## src/rtl/tccs_fifo.sv

```systemverilog
// ----------------------------------------------------------------------------
// Text console queue
// Small first-in first-out buffer of flat words, used between the parts.
// ----------------------------------------------------------------------------
module tccs_fifo #(
   parameter int W     = 8,
   parameter int DEPTH = 2
) (
   input  logic         clock,
   input  logic         reset,
   input  logic         wr_en,
   input  logic [W-1:0] wr_data,
   input  logic         rd_en,
   output logic [W-1:0] rd_data,
   output logic         full,
   output logic         empty
);

   localparam int PW = (DEPTH > 1) ? $clog2(DEPTH) : 1;
   localparam logic [PW:0]   DEPTH_C = (PW + 1)'(DEPTH);
   localparam logic [PW-1:0] PTR_LAST = PW'(DEPTH - 1);

   logic [W-1:0]  store_ff [DEPTH];
   logic [PW-1:0] wr_ptr_ff, wr_ptr_in;
   logic [PW-1:0] rd_ptr_ff, rd_ptr_in;
   logic [PW:0]   count_ff, count_in;
   logic          do_wr, do_rd;

   assign full    = (count_ff == DEPTH_C);
   assign empty   = (count_ff == '0);
   assign do_wr   = wr_en && !full;
   assign do_rd   = rd_en && !empty;
   assign rd_data = store_ff[rd_ptr_ff];

   // Advance pointers and the fill count
   always_comb begin
      wr_ptr_in = wr_ptr_ff;
      rd_ptr_in = rd_ptr_ff;
      count_in  = count_ff;
      if (do_wr) begin
         wr_ptr_in = (wr_ptr_ff == PTR_LAST) ? '0 : wr_ptr_ff + 1'b1;
      end
      if (do_rd) begin
         rd_ptr_in = (rd_ptr_ff == PTR_LAST) ? '0 : rd_ptr_ff + 1'b1;
      end
      if (do_wr && !do_rd) begin
         count_in = count_ff + 1'b1;
      end else if (do_rd && !do_wr) begin
         count_in = count_ff - 1'b1;
      end
   end

   always_ff @(posedge clock) begin
      if (reset) begin
         wr_ptr_ff <= '0;
         rd_ptr_ff <= '0;
         count_ff  <= '0;
      end else begin
         wr_ptr_ff <= wr_ptr_in;
         rd_ptr_ff <= rd_ptr_in;
         count_ff  <= count_in;
      end
   end

   // Hold the payload words
   always_ff @(posedge clock) begin
      if (do_wr) begin
         store_ff[wr_ptr_ff] <= wr_data;
      end
   end

endmodule

```

## config.mk

```make
export PLATFORM = sky130hd
export DESIGN_NAME = tccs_fifo
export DESIGN_NICKNAME = d
export VERILOG_FILES = /design/src/rtl/tccs_fifo.sv
export SDC_FILE = /design/constraint.sdc
export NUM_CORES = 1
export LEC_CHECK = 0
export ABC_AREA = 1
export BUFFER_PORTS_ARGS = -buffer_cell sky130_fd_sc_hd__clkbuf_2
export CAP_MARGIN = 15
export CORE_MARGIN = 4
export CORE_UTILIZATION = 25
export DETAILED_ROUTE_END_ITERATION = 8
export MAX_ROUTING_LAYER = met4
export SYNTH_ARGS = -nofsm -noshare
export SYNTH_HDL_FRONTEND = slang
export SYNTH_SLANG_ARGS = --single-unit
```

## constraint.sdc

```tcl
create_clock -name clock -period 1.55 [get_ports clock]
set_input_delay 0.31 -clock clock [delete_from_list [all_inputs] [get_ports clock]]
set_output_delay 0.31 -clock clock [all_outputs]
set_load 0.1 [all_outputs]
```

==> impl_metrics.py <==
metrics = {
    "outcome": {
        "run_status": "complete, but fails checks",
        "violations": "negative setup slack",
    },
    "pwr": {
        "irDropWorstVdd_uv": 997,
        "power_mw": 2.52,
        "p_leak_nw": 0.501,
        "powerDensity_nw_per_um2": 2070,
    },
    "finish": {
        "stdcell_count": 132,
        "final_area_sq_um": 1210,
        "diodes": 0,
        "post-route-util": 0.392,
        "fill_cells": 300,
        "drive_gt1_frac": 0.489,
        "mostFrequentLayoutCell": "edfxtp_1",
        "nets": 102,
        "area_delta_synth_final_pct": 46.7,
        "layout_common_cells": "edfxtp_1 (16), clkbuf_2 (11), buf_12 (10)",
    },
    "sta": {
        "rsz0062_at_grt": "yes",
        "timing.final.ws_setup_ps": -8.37,
        "post-route-period-util": 1.01,
        "finalSetupViolCount": 8,
        "hold_ws_ps": 205,
        "fin_worst_skew_ps": 2.03,
        "worst_pin_slew_ps": 356,
        "period_minus_slack_ps": 1560,
        "slew_headroom": 0.762,
        "drv_slew": 0,
        "fmax_mhz": 642,
        "hold_viol": 0,
    },
    "floorplanning": {
        "coreArea_sq_um": 3100,
        "io_pins": 22,
        "die-area_sq_um": 4300,
        "die_h_microns": 65.6,
        "die_w_microns": 65.6,
        "start_util": 0.267,
        "rows": 20,
    },
    "synthesis": {
        "yosys_warnings": 0,
        "ys_seq_elements": 21,
        "syn_inst": 62,
        "netlist_area_sq_um": 828,
        "syn-num-nets": 75,
        "ys_types": 16,
        "ys_seq_area_frac": 0.701,
        "synth_area_per_cell_sq_um": 13.4,
    },
    "worst_setup_path": {
        "arrival_ps": 1250,
        "cp_num_buf_inv": 1,
        "cp.required_ps": 1240,
        "reg2reg_to": "count_ff[1]",
        "slowest_delay_ps": 460,
        "crit_chain": "mux2_4, buf_12",
        "reg2reg_depth": 9,
        "reg2reg_from": "count_ff[1]",
        "endpoint_kind": "output port",
        "r2r_slack_ps": 130,
        "crit_type": "reg -> out",
        "critPathMaxFanout": 8,
        "cp_slowest_cell": "dfxtp_4",
        "crit_cells": 2,
        "critPathTopFamily": "flip-flops",
        "crit_path_start_kind": "flip-flop",
    },
    "hold_path": {
        "holdPathStages": 1,
        "min_from": "wr_data[4]",
        "holdPathEnd": "store_ff[1][4]",
        "hp-class": "in -> reg",
    },
    "clock_network": {
        "clockBufferDepth": 2,
        "cts_inserted_buffers": 3,
        "cts_tree": "built",
        "worstSkewPairLatency_ps": 290,
        "hold_buffers": 0,
        "cts_setup_buffers": 0,
        "clkTransAtPathRegs_ps": 110,
        "cts_root_buf": "clkbuf_4",
        "clock-sinks": 21,
        "htree_levels": 1,
    },
    "routing": {
        "drtIter0Drc": 13,
        "wl_microns": 1430,
        "final_antenna_net_count": 0,
        "routed_via_density": 3.92,
        "wl_per_cell_microns": 10.8,
        "vias": 518,
        "first_pass_iters": 4,
        "drc": 0,
    },
    "placed_design": {
        "dp_hpwl_microns": 1050,
        "post-place-cells": 128,
        "gp_congestion": 0.760,
        "placed_cell_area_sq_um": 1150,
        "port_buffers": 21,
    },
    "grt": {
        "antenna_found_initial": 0,
        "overflow": 0,
        "track_usage": 0.0752,
        "grt_max_degree": 12,
        "grt_pass1_wl_microns": 2340,
        "grt_pass1_vias": 520,
    },
    "run": {
        "cap_violations": 0,
    },
}
[worst max path at each step]
stage,endpoint,from
2_1_floorplan,full,count_ff[1]
3_3_place_gp,rd_data[2],flip-flop
3_5_place_dp,rd_data[5],flip-flop
4_1_cts,rd_data[7],flip-flop
5_1_grt,rd_data[7],flip-flop
6_report,rd_data[4],flip-flop
[state kept, by name, summed over array words and instances, names as in the netlist, named ones only]
name	flops
count_ff	2
wr_ptr_ff	1
rd_ptr_ff	1
store_ff	16
[repair_timing]
item,in CTS,in global routing
pin swaps,0,1
resized for setup,10,1
endpoints found under the setup margin,8,10
cloned,0,0
[synthesized netlist by cell type]
master,count,area (sq um)
a21oi_1,1,5.00
and2_4,1,8.76
buf_2,1,5.00
dfxtp_1,5,100
edfxtp_1,16,480
ha_1,1,12.5
inv_1,7,26.3
inv_2,2,7.51
mux2_2,8,90.1
nand2_1,4,15.0
nand3_1,1,5.00
nand4_1,1,6.26
nor2_1,9,33.8
o21ai_0,2,10.0
o21ai_1,1,5.00
o21ai_2,2,17.5
[through the flow]
step / setup TNS [ps] / worst slack, ps
4_1_cts: -300 / -40.0
5_1_grt: -493 / -67.6
3_3_place_gp: 0 / 133
6_report: -53.2 / -8.37
3_5_place_dp: 0 / 99.4
2_1_floorplan: -13.8 / -13.8
[where the power goes]
part           internal [mW]  total (mW)  switching (mW)  leakage, nW
clock                  0.100       0.251           0.151       0.0150
combinational          0.542        1.45           0.904        0.295
sequential             0.725       0.822          0.0969        0.192
[cell families after synthesis]
kind of cell               synth area share
AOI/OAI and AO/OA                    0.0453
adders and majority gates            0.0151
buffers and inverters                0.0468
DFF                                   0.701
muxes                                 0.109
and+or+nand+nor                      0.0831
[area by class of cell]
| type | count | area [sq um] | share of cell area |
|---|---|---|---|
| clock buffer | 4 | 26.3 | 0.0216 |
| inverter | 9 | 33.8 | 0.0278 |
| multi-input combinational | 31 | 244 | 0.201 |
| sequential | 21 | 586 | 0.482 |
| tap | 44 | 55.1 | 0.0453 |
| timing repair buffer | 23 | 270 | 0.222 |
[routing by layer]
metal / part of all wire / global-route usage
met1: 0.46 / 0.0854
met2: 0.48 / 0.120
met3: 0.059 / 0.0274
met4: 0.0049 / 0.0311
met5: 0 / -
Power figures use the tool's default switching activity.
