--- config.mk ---
export PLATFORM = sky130hd
export DESIGN_NAME = tccs_front
export DESIGN_NICKNAME = d
export VERILOG_FILES = /design/src/rtl/tccs_pkg.sv /design/src/rtl/tccs_front.sv
export SDC_FILE = /design/constraint.sdc
export NUM_CORES = 1
export LEC_CHECK = 0
export ABC_AREA = 1
export BUFFER_PORTS_ARGS = -buffer_cell sky130_fd_sc_hd__buf_2
export CAP_MARGIN = 20
export CORE_MARGIN = 4
export CORE_UTILIZATION = 40
export DETAILED_ROUTE_END_ITERATION = 10
export PLACE_DENSITY = 0.82
export SYNTH_ARGS = -nofsm -noshare
export SYNTH_HDL_FRONTEND = slang
export SYNTH_SLANG_ARGS = --single-unit
--- constraint.sdc ---
create_clock -name vclk -period 2.35
set_input_delay 0.235 -clock vclk [all_inputs]
set_output_delay 0.235 -clock vclk [all_outputs]
set_load 0.05 [all_outputs]
--- src/rtl/tccs_pkg.sv ---
// ----------------------------------------------------------------------------
// Text console package
// Request codes, register indexes, command and response types, defaults.
// ----------------------------------------------------------------------------
package tccs_pkg;

   // Default geometry
   localparam int DEF_COLS       = 32;
   localparam int DEF_ROWS       = 24;
   localparam int DEF_ROW_STRIDE = 32;

   // Depth of the command and response queues
   localparam int QUEUE_DEPTH = 2;

   // Widest screen coordinate the geometry range allows (0 .. 63)
   localparam int COORD_W = 6;

   // Request type codes on req_type
   localparam logic [2:0] REQ_PUT_CURSOR = 3'd0;
   localparam logic [2:0] REQ_PUT_POS    = 3'd1;
   localparam logic [2:0] REQ_CLEAR      = 3'd2;
   localparam logic [2:0] REQ_HOME       = 3'd3;
   localparam logic [2:0] REQ_READ       = 3'd4;

   // Register indexes on the CSR port
   localparam logic [1:0] CSR_SPACE_GLYPH = 2'd0;
   localparam logic [1:0] CSR_FIRST_CODE  = 2'd1;
   localparam logic [1:0] CSR_GLYPH_COUNT = 2'd2;

   // Reset values of the registers
   localparam logic [7:0] RST_SPACE_GLYPH = 8'd0;
   localparam logic [7:0] RST_FIRST_CODE  = 8'd32;
   localparam logic [8:0] RST_GLYPH_COUNT = 9'd96;

   // Control characters
   localparam logic [7:0] CHR_NEWLINE = 8'h0A;
   localparam logic [7:0] CHR_RETURN  = 8'h0D;

   // Decoded command codes passed from front to back
   localparam logic [2:0] CMD_NOP   = 3'd0;
   localparam logic [2:0] CMD_CHAR  = 3'd1;
   localparam logic [2:0] CMD_NL    = 3'd2;
   localparam logic [2:0] CMD_CR    = 3'd3;
   localparam logic [2:0] CMD_PUT   = 3'd4;
   localparam logic [2:0] CMD_CLEAR = 3'd5;
   localparam logic [2:0] CMD_HOME  = 3'd6;
   localparam logic [2:0] CMD_READ  = 3'd7;

   typedef struct packed {
      logic [2:0]         op;
      logic [7:0]         glyph;
      logic [COORD_W-1:0] col;
      logic [COORD_W-1:0] row;
   } cmd_type;

   typedef struct packed {
      logic [7:0] read_glyph;
      logic [4:0] cursor_col;
      logic [4:0] cursor_row;
      logic       did_scroll;
   } rsp_type;

endpackage

--- src/rtl/tccs_front.sv ---
// ----------------------------------------------------------------------------
// Text console front end
// Classifies each request, maps its character to a glyph and checks range.
// ----------------------------------------------------------------------------
module tccs_front import tccs_pkg::*; #(
   parameter int COLS = DEF_COLS,
   parameter int ROWS = DEF_ROWS
) (
   input  logic        [2:0] req_type,
   input  logic        [7:0] req_char_code,
   input  logic signed [6:0] req_pos_col,
   input  logic signed [6:0] req_pos_row,
   input  logic        [7:0] space_glyph,
   input  logic        [7:0] first_code,
   input  logic        [8:0] glyph_count,
   output cmd_type           cmd
);

   localparam logic [6:0] COLS_LIM = 7'(COLS);
   localparam logic [6:0] ROWS_LIM = 7'(ROWS);

   logic [7:0] code_diff;
   logic       in_font;
   logic [7:0] glyph;
   logic       on_screen;

   // Map the character code onto the font
   assign code_diff = req_char_code - first_code;
   assign in_font   = (req_char_code >= first_code) && ({1'b0, code_diff} < glyph_count);
   assign glyph     = in_font ? code_diff : space_glyph;

   // Check the requested position against the screen
   assign on_screen = !req_pos_col[6] && ({1'b0, req_pos_col[5:0]} < COLS_LIM)
                   && !req_pos_row[6] && ({1'b0, req_pos_row[5:0]} < ROWS_LIM);

   // Classify the transaction
   always_comb begin
      cmd.op    = CMD_NOP;
      cmd.glyph = glyph;
      cmd.col   = COORD_W'(req_pos_col[5:0]);
      cmd.row   = COORD_W'(req_pos_row[5:0]);
      case (req_type)
         REQ_PUT_CURSOR: begin
            if (req_char_code == CHR_NEWLINE) begin
               cmd.op = CMD_NL;
            end else if (req_char_code == CHR_RETURN) begin
               cmd.op = CMD_CR;
            end else begin
               cmd.op = CMD_CHAR;
            end
         end
         REQ_PUT_POS: begin
            cmd.op = on_screen ? CMD_PUT : CMD_NOP;
         end
         REQ_CLEAR: begin
            cmd.op = CMD_CLEAR;
         end
         REQ_HOME: begin
            cmd.op = CMD_HOME;
         end
         REQ_READ: begin
            cmd.op = on_screen ? CMD_READ : CMD_NOP;
         end
         default: begin
            cmd.op = CMD_NOP;
         end
      endcase
   end

endmodule

==> results.md, run 1 <==
- Synth Area in Adders: about a fifth
- CP arrival: around 2.6 ns
- Port bufs: between 50 and 60
- CP peak stage delay: around 0.30 ns
- Result of the run: finished, violations left
- Cells after synthesis: between 200 and 250
- Distinct cells, synth: 24
- Residual DRC: 0
- Cell Pwr Density: 417 mW/mm²
- Antenna diode count: 0
- Post-Synth Simple-Gate Area: 48.6%
- Mux cell area share after synthesis: 0%
- DIE WIDTH: ~60 µm
- First-pass GRT wire length: 5.61 mm
- Complex-gate fraction of the synthesized area: around 5.3%
- Critical-path top delay cell: ha_1
- Post-route minimum period: 2.83 ns
- Initial DRT Pass Iterations: 5
- Failing checks: setup timing
- DRT Wirelength: a little under 4 mm
- Post-DR vias/cell: between 4 and 5
- Post-DP HPWL: approximately 2.6 mm
- CP Launch Type: primary input
- Synth Area in XOR/XNOR: approximately 2.4%
- Crit path capture: cmd[12]
- Die Ht: 60.1 µm
- CLK BUF: 0
- Tot Pwr: between 0.0008 and 0.0009 W
- Vias: 1499
- Leak Pwr: 1.19 nW
- Syn Nets: ~270
- Synthesized cell area: about 0.0011 mm²
- Placeable Area: approximately 0.0025 mm²
- Slew Limit Headroom: 68.4%
- Hold-fix buffers, CTS: 0
- Crit share post-route: 120%
- Aggregate global routing overflow: 0
- Starting Density: between 40% and 50%
- Largest family of logic cells by synthesized area: simple AND/OR/NAND/NOR gates
- Die area: 0.00361 mm²
- Initial DRC count: 24
- Vias in the first global route: 1434
- Final setup margin: -0.476 ns
- Final instance area: around 0.0020 mm²
- CP Capture Type: primary output
- Pins Over Slew Limit: 0
- Crit Path Class: primary input to primary output
- Area Growth Syn to Fin: 81.4%
- Cell breakdown of the critical path: buf_2 -> ha_1 -> nand2_1 -> inv_1 -> nand2_1 -> nand2_1 -> nand2_1 -> nand2_1 -> nand2_1 -> nand2_2 -> ha_4 -> inv_1 -> nor2_1 -> a21boi_4 -> buf_6 -> nand3_4 -> nand2_2 -> nand2_4 -> buf_8
- WL/cell: ~12 µm
- Type of the worst min-delay path: primary input to primary output
- Sequential share of the synthesized area: 0%
- Max-Cap Viols: 0
- RSZ-0062 raised after global routing: yes
- Tightest Pin Transition: ~0.47 ns
- Final Hold Fails: 0
- DRT antenna net count: 0
- Area after DPL: 0.00169 mm²
- Max Clock Freq: between 300 and 400 MHz
- Initial antenna violation count: 0
- Share of post-route cells with drive strength above 1: about 53%
- Multi-input gate area: around 0.0011 mm²
- Total GRT Usage: 19.3%
- Reg area: 0 µm²
- Seq Cell Count: 0
- Yosys top cell area share: about a quarter
- Fillers: 190
- Syn_area_per_cell: roughly 5.4 µm²
- Worst vdd ir: 492 µV
- Critical Path Most Common Cell: nand2_1
- GPL Wtd Cong: ~0.9
- # IOs: 73
- Final Setup Violations: 8
- Syn. warnings: 0
- Pre-CTS setup slack: -0.595 ns
- Critical path peak fanout: 8
- Row count: 18
- Crit path from: req_char_code[1]
- Largest net degree at the start of global routing: 9
- Worst Path Required: roughly 2.1 ns
- Synth area leaders: nand2_1 25%, ha_1 17%, inv_1 16%
- Post-synth top area cell: nand2_1
- Final #Nets: around 350
layer usage:
metal	wire length, µm	global-route usage, %	part of all wire (%)	vias up
met4	114	2.85	2.9	0
li1	-	-	-	772
met2	2140	39.2	55	45
met3	156	1.08	4.0	14
met5	0	0	0	-
met1	1490	21.9	38	668
synthesized netlist by cell type, drive strengths merged:
master / instances
nand4: 2
a21oi: 4
ha: 15
nor3: 1
buf: 12
o31ai: 1
inv: 47
nand2: 75
a211oi: 1
xnor2: 1
nor2: 14
nor3b: 1
xor2: 2
a21boi: 1
or2: 1
fa: 1
nand3: 22
nor4: 1
per-stage QoR:
step | hold slack [ns] | utilization (%) | cells | setup TNS, ns
global route | 0.470 | 78.0 | 315 | -4.54
finish | 0.470 | 78.0 | 315 | -3.63
CTS | 0.470 | 73.7 | 315 | -3.05
global placement | 0.470 | 67.1 | 308 | -4.07
detailed placement | 0.470 | 67.1 | 308 | -4.60
floorplan | 0.637 | - | 202 | -1.24
power breakdown:
group / switching, W / leakage, nW / internal (W)
Sequential: 0 / 0 / 0
Combinational: 0.000463 / 1.19 / 0.000359
Clock: 0 / 0 / 0
cells by family after synthesis:
logic type | Yosys count
XOR/XNOR | 3
adder cells (fa/ha/maj) | 16
AND/OR/NAND/NOR | 117
buffers and inverters | 59
AO/OA/AOI/OAI | 7
critical path, delay by kind of cell:
family | cells | cell delay, ns
AOI/OAI and AO/OA | 1 | 0.10
and+or+nand+nor | 11 | 1.16
buffers and inverters | 5 | 0.50
adders and majority gates | 2 | 0.58
cells in the final DEF (no fill, tap or decap), drive strengths merged:
cell type / Yosys / final
a21oi: 4 / 4
xor2: 2 / 2
a21boi: 1 / 1
o31ai: 1 / 1
buf: 12 / 95
nand3: 22 / 22
nor3: 1 / 1
xnor2: 1 / 1
nor3b: 1 / 1
or2: 1 / 1
nor2: 14 / 14
nand4: 2 / 2
fa: 1 / 1
inv: 47 / 47
ha: 15 / 15
nand2: 75 / 75
nor4: 1 / 1
a211oi: 1 / 1
worst min path at each step:
| stage | start | to | slack, ns | depth (start not counted) |
|---|---|---|---|---|
| 4_1_cts | req_pos_row[0] | cmd[0] | 0.47 | 0 |
| 6_report | req_pos_col[4] | cmd[10] | 0.47 | 0 |
| 5_1_grt | req_pos_col[0] | cmd[6] | 0.47 | 0 |
| 2_1_floorplan | req_pos_row[0] | cmd[0] | 0.64 | 1 |
| 3_3_place_gp | req_pos_row[0] | cmd[0] | 0.47 | 0 |
| 3_5_place_dp | req_pos_row[0] | cmd[0] | 0.47 | 0 |
layout make-up:
cell class | instances | share of cell area, %
inverter | 47 | 9.85
multi-input combinational | 143 | 54.7
tap | 30 | 1.91
timing repair buffer | 95 | 33.6
timing repair:
| action | CTS | global route |
|---|---|---|
| gates resized for setup | 36 | 22 |
| setup endpoints to repair | 8 | 8 |
| setup buffers | 7 | 0 |
| pin swaps | 25 | 15 |
No activity file was read; power rests on OpenSTA's default activity.
==> inputs of run 2 (changes only) <==
--- a/config.mk
+++ b/config.mk
@@ -5,13 +5,12 @@
 export SDC_FILE = /design/constraint.sdc
 export NUM_CORES = 1
 export LEC_CHECK = 0
-export ABC_AREA = 1
 export BUFFER_PORTS_ARGS = -buffer_cell sky130_fd_sc_hd__buf_2
 export CAP_MARGIN = 20
 export CORE_MARGIN = 4
-export CORE_UTILIZATION = 40
+export CORE_UTILIZATION = 37
 export DETAILED_ROUTE_END_ITERATION = 10
-export PLACE_DENSITY = 0.82
+export PLACE_DENSITY = 0.83
 export SYNTH_ARGS = -nofsm -noshare
 export SYNTH_HDL_FRONTEND = slang
 export SYNTH_SLANG_ARGS = --single-unit
==> run 2 against run 1 <==
Net effect:
- the run still ends with setup timing left
- power decreased by 24%
- area after synthesis decreased by 20%
- wire length decreased by 22%
- via count decreased by 24%
- die area decreased by 12%
- combinational power decreased by 24%
- flip-flop and latch count unchanged
- sequential share of layout area unchanged
- design area decreased by 23%
- first-iteration DRC count decreased by 17%
- worst hold slack unchanged
- setup slack got worse by 0.44 ns
- highest routed layer unchanged
==> results.md, run 2 <==
- Result of the run: finished, violations left
- Failing checks: setup timing
- CP Capture Type: primary output
- First-pass GRT wire length: 4.74 mm (-15%)
- Seq Cell Count: 0 (unchanged)
- # IOs: 73 (unchanged)
- Initial DRT Pass Iterations: 4 (-1)
- Area Growth Syn to Fin: 74.7%
- Sw Share: 52.0% (-4.3 points)
- Crit Path Class: primary input to primary output
- CLK BUF: 0 (unchanged)
- WL/cell: 13.6 µm (+9.7%)
- GPL Wtd Cong: 0.837 (-8.5%)
- Vias in the first global route: 1124 (-22%)
- Distinct cells, synth: 33 (+38%)
- DIE WIDTH: 56.4 µm (-6.1%)
- Worst vdd ir: 335 µV (-32%)
- Synthesized cell area: 867 µm² (-20%)
- Largest net degree at the start of global routing: 7 (-2)
- Type of the worst min-delay path: primary input to primary output
- Cell with the most instances after synthesis: inv_1
- Gate power share: 100.0% (about the same)
- Switching pwr: 0.000325 W (-30%)
- Tot Pwr: 0.000625 W (-24%)
- Syn. warnings: 0 (unchanged)
- Fin cells: 223 (-29%)
- Final Hold Fails: 0 (unchanged)
- Die area: 0.00318 mm² (-12%)
- Syn_area_per_cell: 7.11 µm² (+32%)
- Final #Nets: 263 (-25%)
- Vias: 1133 (-24%)
- Placed cells: 218 (-29%)
- Residual DRC: 0 (unchanged)
- Commonest non-fill, non-tap cells in the layout: 47 x buf_2, 26 x buf_4, 20 x inv_1
- Max Clock Freq: 307 MHz (-13%)
- Fillers: 177 (-6.8%)
- DRT Wirelength: 3.03 mm (-22%)
- Pins Over Slew Limit: 0 (unchanged)
- Initial DRC count: 20 (-17%)
- Max-Cap Viols: 0 (unchanged)
- Final setup margin: -0.912 ns (-0.436 ns)
- Synth cell count leaders: 22 x inv_1, 15 x ha_1, 12 x buf_4
- Cell Int Power: 0.000300 W (-16%)
- Cell breakdown of the critical path: buf_12 -> inv_12 -> ha_4 -> inv_2 -> fa_2 -> nand3_2 -> a21oi_2 -> mux2i_1 -> o2111ai_2 -> ha_1 -> a21o_1 -> a21oi_2 -> nand4_1 -> a21oi_4 -> buf_6 -> mux2_4 -> buf_6
- Leak Pwr: 0.811 nW (-32%)
- Die Ht: 56.4 µm (-6.1%)
- Slew Limit Headroom: 71.5% (+3.1 points)
- Initial antenna violation count: 0 (unchanged)
- Aggregate global routing overflow: 0 (unchanged)
- Post-DR vias/cell: 5.08 (+6.8%)
- Worst Path Required: 2.12 ns (about the same)
- Syn Nets: 188 (-30%)
- RSZ-0062 raised after global routing: yes
- Synth area leaders: ha_1 22%, buf_4 10%, inv_1 9.5%
- DRT antenna net count: 0 (unchanged)
- Clock power frac: 0% (unchanged)
- Post-route minimum period: 3.26 ns (+0.436 ns)
- Crit share post-route: 139% (+19 points)
- Row count: 17 (-1)
- Tightest Pin Transition: 0.426 ns (-0.0430 ns)
- Share of post-route cells with drive strength above 1: 53.8% (+0.51 points)
- CP Launch Type: primary input
- Antenna diode count: 0 (unchanged)
- Critical path peak fanout: 5 (-3)
- Total GRT Usage: 17.2% (-2.1 points)
- CP arrival: 3.03 ns (+0.44 ns)
- Post-synth top area cell: ha_1
- Starting Density: 39.2% (-3.8 points)
- Critical-path top delay cell: ha_1
- Yosys top cell area share: 21.6% (-3.6 points)
- Reg area: 0 µm² (unchanged)
- Sequential share of the synthesized area: 0% (unchanged)
- Flop pwr share: 0% (unchanged)
- Placeable Area: 0.00221 mm² (-12%)
- Final Setup Violations: 8 (unchanged)
- Port bufs: 57 (unchanged)
- Cells after synthesis: 122 (-40%)
- Cell Pwr Density: 412 mW/mm² (-1.2%)
- Post-DP HPWL: 2.33 mm (-11%)
- CP peak stage delay: 0.33 ns (+0.03 ns)
- Commonest non-fill, non-tap cell in the layout: buf_2
==> run 2: changes by cell type in the layout (fill, tap and decap cells not counted), sizes merged, moves of 3 or more <==
cell	change
mux2i	+3
o21ai	+6
inv	-25
nand3	-16
a21oi	+6
buf	-9
o2111ai	+3
nand2	-70
nor2	-10
mux2	+6
nand3b	+4
==> run 2: layout make-up <==
type,count,area [µm²],share of cell area [%]
well taps,28,35.0,2.31
multi-input cells,87,776,51.2
repair buffers,86,609,40.2
inverters,22,95.1,6.28
==> run 2: what timing repair did <==
action	4_1_cts	5_1_grt
setup buffers	2	3
setup endpoints to repair	8	8
pin swaps	9	0
hold buffers	0	0
gates resized for setup	29	5
==> run 2: power by group through the flow <==
stage	combinational, W	sequential, W	clock [W]
after CTS	0.000578	0	0
final	0.000625	0	0
after global placement	0.000492	0	0
after floorplan	0.000385	0	0
after detailed placement	0.000508	0	0
after global routing	0.000668	0	0
==> run 2: logic make-up after synthesis <==
kind of cell    synth area share [%]
xor+xnor                        3.03
buf+inv                         20.5
fa+ha+maj                       24.0
compound gates                  19.6
mux                             11.3
simple gates                    21.6
==> run 2: stage by stage <==
stage               hold slack (ns)  util, %  area (µm²)  worst slack [ns]  setup TNS (ns)
CTS                           0.470     66.2        1460            -0.854           -6.64
global route                  0.470     68.5        1520             -1.05           -8.27
floorplan                     0.637        -         940            -0.751           -5.83
global placement              0.470     60.8        1350             -1.00           -7.75
finish                        0.470     68.5        1520            -0.912           -7.15
detailed placement            0.470     60.8        1350             -1.10           -8.46
==> run 2: layer usage <==
metal / track usage [%] / up-vias / share of wire (%)
met4: 1.02 / 0 / 0.63
met1: 20.1 / 523 / 41
met2: 35.1 / 37 / 54
met5: 0 / - / 0
li1: - / 569 / -
met3: 1.15 / 4 / 5.3
==> run 2: critical path, delay by kind of cell <==
| kind | cells | cell delay (ns) |
|---|---|---|
| AOI/OAI and AO/OA | 5 | 0.84 |
| buffers and inverters | 5 | 0.49 |
| muxes | 2 | 0.55 |
| and+or+nand+nor | 2 | 0.23 |
| adders and majority gates | 3 | 0.68 |
==> run 2: path summary, 6_finish.rpt <==
kind	from	endpoint	slack [ns]	cells past startpoint
hold / removal	req_pos_col[4]	cmd[10]	0.47	0
setup / recovery	req_char_code[0]	cmd[14]	-0.91	17
